[src/hdl/abp_pkg.sv]
package abp_pkg;

  localparam int POS_W      = 16;
  localparam int COLOR_W    = 32;
  localparam int RGB_W      = 24;
  localparam int STATUS_W   = 2;
  localparam int CFG_IDX_W  = 4;
  localparam int CFG_DATA_W = 9;

  localparam logic [CFG_DATA_W-1:0] SCREEN_RESET = 9'd256;

  localparam logic [CFG_IDX_W-1:0] CFG_SCREEN_WIDTH  = 4'd0;
  localparam logic [CFG_IDX_W-1:0] CFG_SCREEN_HEIGHT = 4'd1;

  localparam logic REQ_WRITE = 1'b0;
  localparam logic REQ_READ  = 1'b1;

  localparam logic [STATUS_W-1:0] STAT_OK      = 2'd0;
  localparam logic [STATUS_W-1:0] STAT_BLEND   = 2'd1;
  localparam logic [STATUS_W-1:0] STAT_SKIP    = 2'd2;
  localparam logic [STATUS_W-1:0] STAT_OUTSIDE = 2'd3;

  localparam logic [7:0] ALPHA_CLEAR  = 8'h00;
  localparam logic [7:0] ALPHA_OPAQUE = 8'hFF;

  typedef enum logic [2:0] {
    S_CLEAR,
    S_IDLE,
    S_READ,
    S_MULT,
    S_WRITE
  } state_t;

  typedef struct packed {
    logic [7:0]       alpha;
    logic [RGB_W-1:0] src;
    logic [RGB_W-1:0] dst;
  } blend_in_t;

endpackage

[src/hdl/abp_blend.sv]
module abp_blend (
  input  logic                      clk,
  input  logic                      en,
  input  abp_pkg::blend_in_t        operands,
  output logic [abp_pkg::RGB_W-1:0] rgb
);

  logic [15:0] prod_src [3];
  logic [15:0] prod_dst [3];

  // exact floor(p / 255) for p below 65280
  function automatic logic [7:0] div255(input logic [15:0] p);
    logic [16:0] t;
    t = 17'(p) + 17'(p[15:8]) + 17'd1;
    return t[15:8];
  endfunction

  always_ff @(posedge clk) begin
    if (en) begin
      for (int c = 0; c < 3; c++) begin
        prod_src[c] <= 16'(operands.src[8*c +: 8]) * 16'(operands.alpha);
        prod_dst[c] <= 16'(operands.dst[8*c +: 8])
                     * 16'(abp_pkg::ALPHA_OPAQUE - operands.alpha);
      end
    end
  end

  always_comb begin
    for (int c = 0; c < 3; c++) begin
      rgb[8*c +: 8] = div255(prod_src[c]) + div255(prod_dst[c]);
    end
  end

endmodule

[config.mk]
export PLATFORM = sky130hd
export DESIGN_NAME = abp_blend
export DESIGN_NICKNAME = d
export VERILOG_FILES = /design/src/hdl/abp_pkg.sv /design/src/hdl/abp_blend.sv
export SDC_FILE = /design/constraint.sdc
export NUM_CORES = 1
export LEC_CHECK = 0
export BUFFER_PORTS_ARGS = -buffer_cell sky130_fd_sc_hd__buf_4
export CORE_MARGIN = 3
export CORE_UTILIZATION = 65
export DETAILED_ROUTE_END_ITERATION = 10
export PLACE_DENSITY = 0.95
export SYNTH_ARGS = -nofsm -noshare
export SYNTH_HDL_FRONTEND = slang
export SYNTH_SLANG_ARGS = --single-unit
[constraint.sdc]
create_clock -name clk -period 9.4 [get_ports clk]
set_input_delay 0.94 -clock clk [delete_from_list [all_inputs] [get_ports clk]]
set_output_delay 0.94 -clock clk [all_outputs]
set_load 0.01 [all_outputs]
---- After elaboration in Yosys (flattened, before gate mapping) ----
Memory sizes are Yosys's and may differ from the RTL's.
Cells that the tools add are included.
operators by class
  add/sub/neg operators ................... 16
  multipliers ............................. 6
  muxes and demuxes ....................... 2
operators by type and width
  kind                                                               number
  16-bit by 1-bit adder with 16-bit output, second input constant    6
  16-bit by 8-bit adder with 16-bit output                           6
  8-bit by 8-bit multiplier with 16-bit output                       3
  8-bit by 16-bit multiplier with 16-bit output                      2
  8-bit adder                                                        3
  9-bit by 9-bit multiplier with 16-bit output                       1
  8-bit by 8-bit subtractor with 9-bit output, first input constant  1
  1-bit two-way mux                                                  2
storage, ports and cells
  register bits ........................... 0
  RAM bits ................................ 96
  input bits .............................. 58
  output and inout bits ................... 24
  memories kept ........................... 2
memory list
  memory    words  bits a word  read ports  clocked after memory_dff  wr ports  RTL line        text
  prod_dst  3      16           3           0                         3         abp_blend.sv:9  logic [15:0] prod_dst [3];
  prod_src  3      16           3           0                         3         abp_blend.sv:8  logic [15:0] prod_src [3];

---- Longest topological paths before layout ----
  depth after elaboration ................. 3
  mapped depth ............................ 19
  gate-level depth less buffers ........... 17

---- Least setup slack after synthesis ----
OpenSTA, ideal clock, no wires.
  path kind ............................... input -> register
  start ................................... input port operands[48] (netlist name)
  end ..................................... memory prod_dst[2][14], in the netlist prod_dst[0][46], data pin
  library setup time ...................... 258 ps
  data arrival time ....................... 5038 ps
  data required time ...................... 9142 ps
  slack ................................... 4105 ps
  stages .................................. 19
  path buffers ............................ 2
  cell sequence ........................... clkbuf_1 > clkbuf_1 > nand2b_1 > fa_1 > inv_1 > ha_1 > ha_1 > inv_1 > fa_1 > inv_1 > ha_1 > fa_1 > a21o_1 > a21oi_2 > o21bai_1 > a2111o_1 > a31o_1 > a21oi_2 > xnor2_1
RTL lines
  element      RTL line        text
  from (decl)  abp_blend.sv:4  input abp_pkg::blend_in_t operands,
  to (decl)    abp_blend.sv:9

==> impl_results.md <==
* Status: complete, no violations
* Congestion Overflow GR at 0
* Post-synth EDFFs at 96
* Post-route clock period utilization at about 57%
* Layout area overhead at 6.962%
* Total Negative Setup Slacks at 0 ps
* CP Capture Type: flop
* Internal power at 0.002874 W
* CP Data Required Time at 9500 ps
* Initial DRC count at 837
* Post-CTS Resized at 0
* F_max at about 190 MHz
* # hold bufs at CTS at 0
* GRT Util Overall at 29.21%
* Mapped Area at roughly 18000 sq um
* Cell family with most CP delay: adder cells
* Postcts setup bufs at 0
* Top cell by count, worst path: fa_1
* Slew @ Worst Pin at 1054 ps
* Flops & latches, synth at 96
* Max-cap check violation count at 0
* CTS Buffer Depth at 2
* Sw frac at 46.69%
* Via count at 13550
* Tmin final at 5347 ps
* Worst slew margin at 29.74%
* Register area share after synthesis at 16.04%
* Net Count, Synth at between 2000 and 2500
* Setup violators final at 0
* Final Max Slew Viols at 0
* Most used DFF post-synth: edfxtp_1
* Hold crit path type: in -> reg
* Fin. Hold Viols at 0
* Crit-path cells: buf_4 -> nand2_1 -> fa_1 -> inv_1 -> fa_1 -> inv_1 -> fa_1 -> fa_1 -> inv_1 -> ha_1 -> nand2_1 -> o21ai_0 -> nor4_1 -> a21oi_1 -> a41o_1 -> o41ai_1 -> xnor2_1
* H-Tree Depth at 3
* Buf/Inv on CP at 4
* Vias in the first global route at 14820
* Vias per Instance at 5.863
* Avg Cell Area, Syn at 9.560 sq um
* Post-route DRC at 0
* I/O pin cnt at between 80 and 90
* RSZ-0062 raised after global routing: false
* Post-route ant nets at 0
* Initial Util at about 66%
* Pre-antenna DRT Iters at 5
* FFs w/ async S/R, synth at 0%
* CTS Buf Count at 9
* Die height at 172.3 um
* Largest net degree at the start of global routing at 82
* YS warnings at 0
* CP Launch Point: operands[51]
* Core ar. at 27100 sq um
* Max rail drop VDD at 0.4962 mV
* Launch point of the worst hold path: operands[24]
* Net Sw Power at 0.002517 W
* Die Span X at 172.3 um
* Share of cells above drive strength 1 at slightly above 6%
* Critical setup path kind: in -> reg
* Die area at 29680 sq um
* Pleak at 9.355 nW
* Nets at 2492
* Post-synth cell types at between 50 and 60
* Post-Synthesis Cells at 1880
* Worst EP arrival at 5450 ps
* Pwr dens at 280.4 nW/um^2
* Logic pwr share at about three quarters
* Total wire length at 42200 um
* Clock Sinks at 96
* Port Buffer Count at 81
* Worst path slowest cell: buf_4
* First-pass GRT wire length at between 60000 and 70000 um
* Post-DP HPWL at 31840 um
* Sequential fraction of design power at 16.9%
* GP Congestion at 0.8896
* CP Max Fanout at 48
* WL/cell at about 18 um
* Root Buffer: clkbuf_16
* Clock transition at path regs at 80 ps
* Critical Path Start Type: input port
* Cell Area, Placed at 18900 sq um
* Post-layout util at 70.93%
* CTS tree: yes
* Initial antenna violation count at 0
* Clk network pwr share at 7.7%
* Number of cell rows at 60
* Max incr delay on CP at 490 ps
* Final Cell Area at 19220 sq um
-- per-layer routing --
metal	global-route usage (%)	part of all wire (%)	vias to the layer above	routed length, um
li1	-	-	6106	-
met5	0	0	-	0
met1	33.82	38	6747	15960
met2	54.57	53	568	22210
met3	3.909	6.3	128	2660
met4	11.63	3.2	0	1365
-- per-stage QoR --
step           setup slack, ps  instances  power, W  hold WS (ps)
2_1_floorplan             4105       1880  0.003653          1053
3_3_place_gp              3995       2294  0.004665          1307
3_5_place_dp              3816       2294  0.004909          1323
4_1_cts                   4147       2310  0.005372         937.0
5_1_grt                   3653       2310  0.005859         960.0
6_report                  4053       2311  0.005391         940.2
-- final timing paths --
kind | depth (start not counted) | endpoint | slack [ps]
worst max-delay path | 17 | prod_src[0][30]$_DFFE_PP_ | 4050
worst min-delay path | 2 | prod_src[0][0]$_DFFE_PP_ | 940
-- area by class of cell --
class | count | area (sq um)
Sequential cell | 96 | 2883
Antenna cell | 1 | 2.502
Clock buffer | 9 | 225.2
Tap cell | 372 | 465.4
Multi-Input combinational cell | 1404 | 13660
Fill cell | 1778 | 7878
Inverter | 340 | 1276
Clock inverter | 7 | 92.59
Timing Repair Buffer | 82 | 615.6
-- cell usage in the layout (no fill, tap or decap), types with 2 or more instances in the layout --
master,count
clkbuf_16,9
nor2b_1,165
o211ai_2,5
a2111oi_4,2
buf_4,82
a21oi_1,67
nor4_1,3
ha_1,281
nand3_1,27
nand4_1,5
a21oi_2,3
inv_6,2
nor3_1,17
o21ai_0,28
xnor2_1,103
o21a_1,24
nor2_1,56
fa_1,220
and4_1,2
clkinv_1,2
a2111oi_2,3
nand2_1,78
o21bai_1,4
a21o_1,8
xor2_1,25
a2111oi_0,2
and3_1,15
bufinv_16,2
inv_1,340
a211oi_1,6
edfxtp_1,96
o31a_1,5
and2_1,162
nand2b_1,53
a31oi_1,5
or2_2,3
o211ai_1,4
o41ai_1,2
-- kinds of logic (layout without fill, tap and decap cells) --
family	Yosys count	in the layout	share of synthesized area [%]
adders and majority gates	501	501	44.07
xor gates and xnor gates	129	129	6.370
buffers and inverters	380	438	7.936
DFF	96	96	16.04
and+or+nand+nor	591	591	18.53
AOI/OAI and AO/OA	183	183	7.059
other	0	1	0
-- synthesized netlist by cell type, drive strengths merged (7+ instances only) --
cell type / instances / area share, %
inv: 340 / 7.1
nor2: 57 / 1.2
nand2: 78 / 1.6
and3: 15 / 0.52
o21ai: 30 / 0.86
nand2b: 53 / 1.8
a211oi: 7 / 0.32
xor2: 25 / 1.2
and2: 162 / 5.6
xnor2: 103 / 5.0
nor3: 18 / 0.56
fa: 220 / 25
a21oi: 70 / 2.0
o211ai: 9 / 0.52
nand3: 27 / 0.75
o21a: 24 / 1.0
edfxtp: 96 / 16
ha: 281 / 20
nor2b: 165 / 5.7
clkbuf: 40 / 0.84
a21o: 8 / 0.33
a2111oi: 7 / 0.65
-- registers in the layout (all words and copies together), names as in the netlist --
| signal | cells |
|---|---|
| prod_dst | 48 |
| prod_src | 48 |
-- power groups by stage --
stage	registers, W	clock network, W	logic (W)
3_5_place_dp	0.000914	0	0.00400
6_report	0.000909	0.000413	0.00407
4_1_cts	0.000906	0.000412	0.00405
2_1_floorplan	0.000849	0	0.00280
5_1_grt	0.000923	0.000423	0.00451
3_3_place_gp	0.000902	0	0.00376
Note: power is estimated with default switching activity, not from simulation.
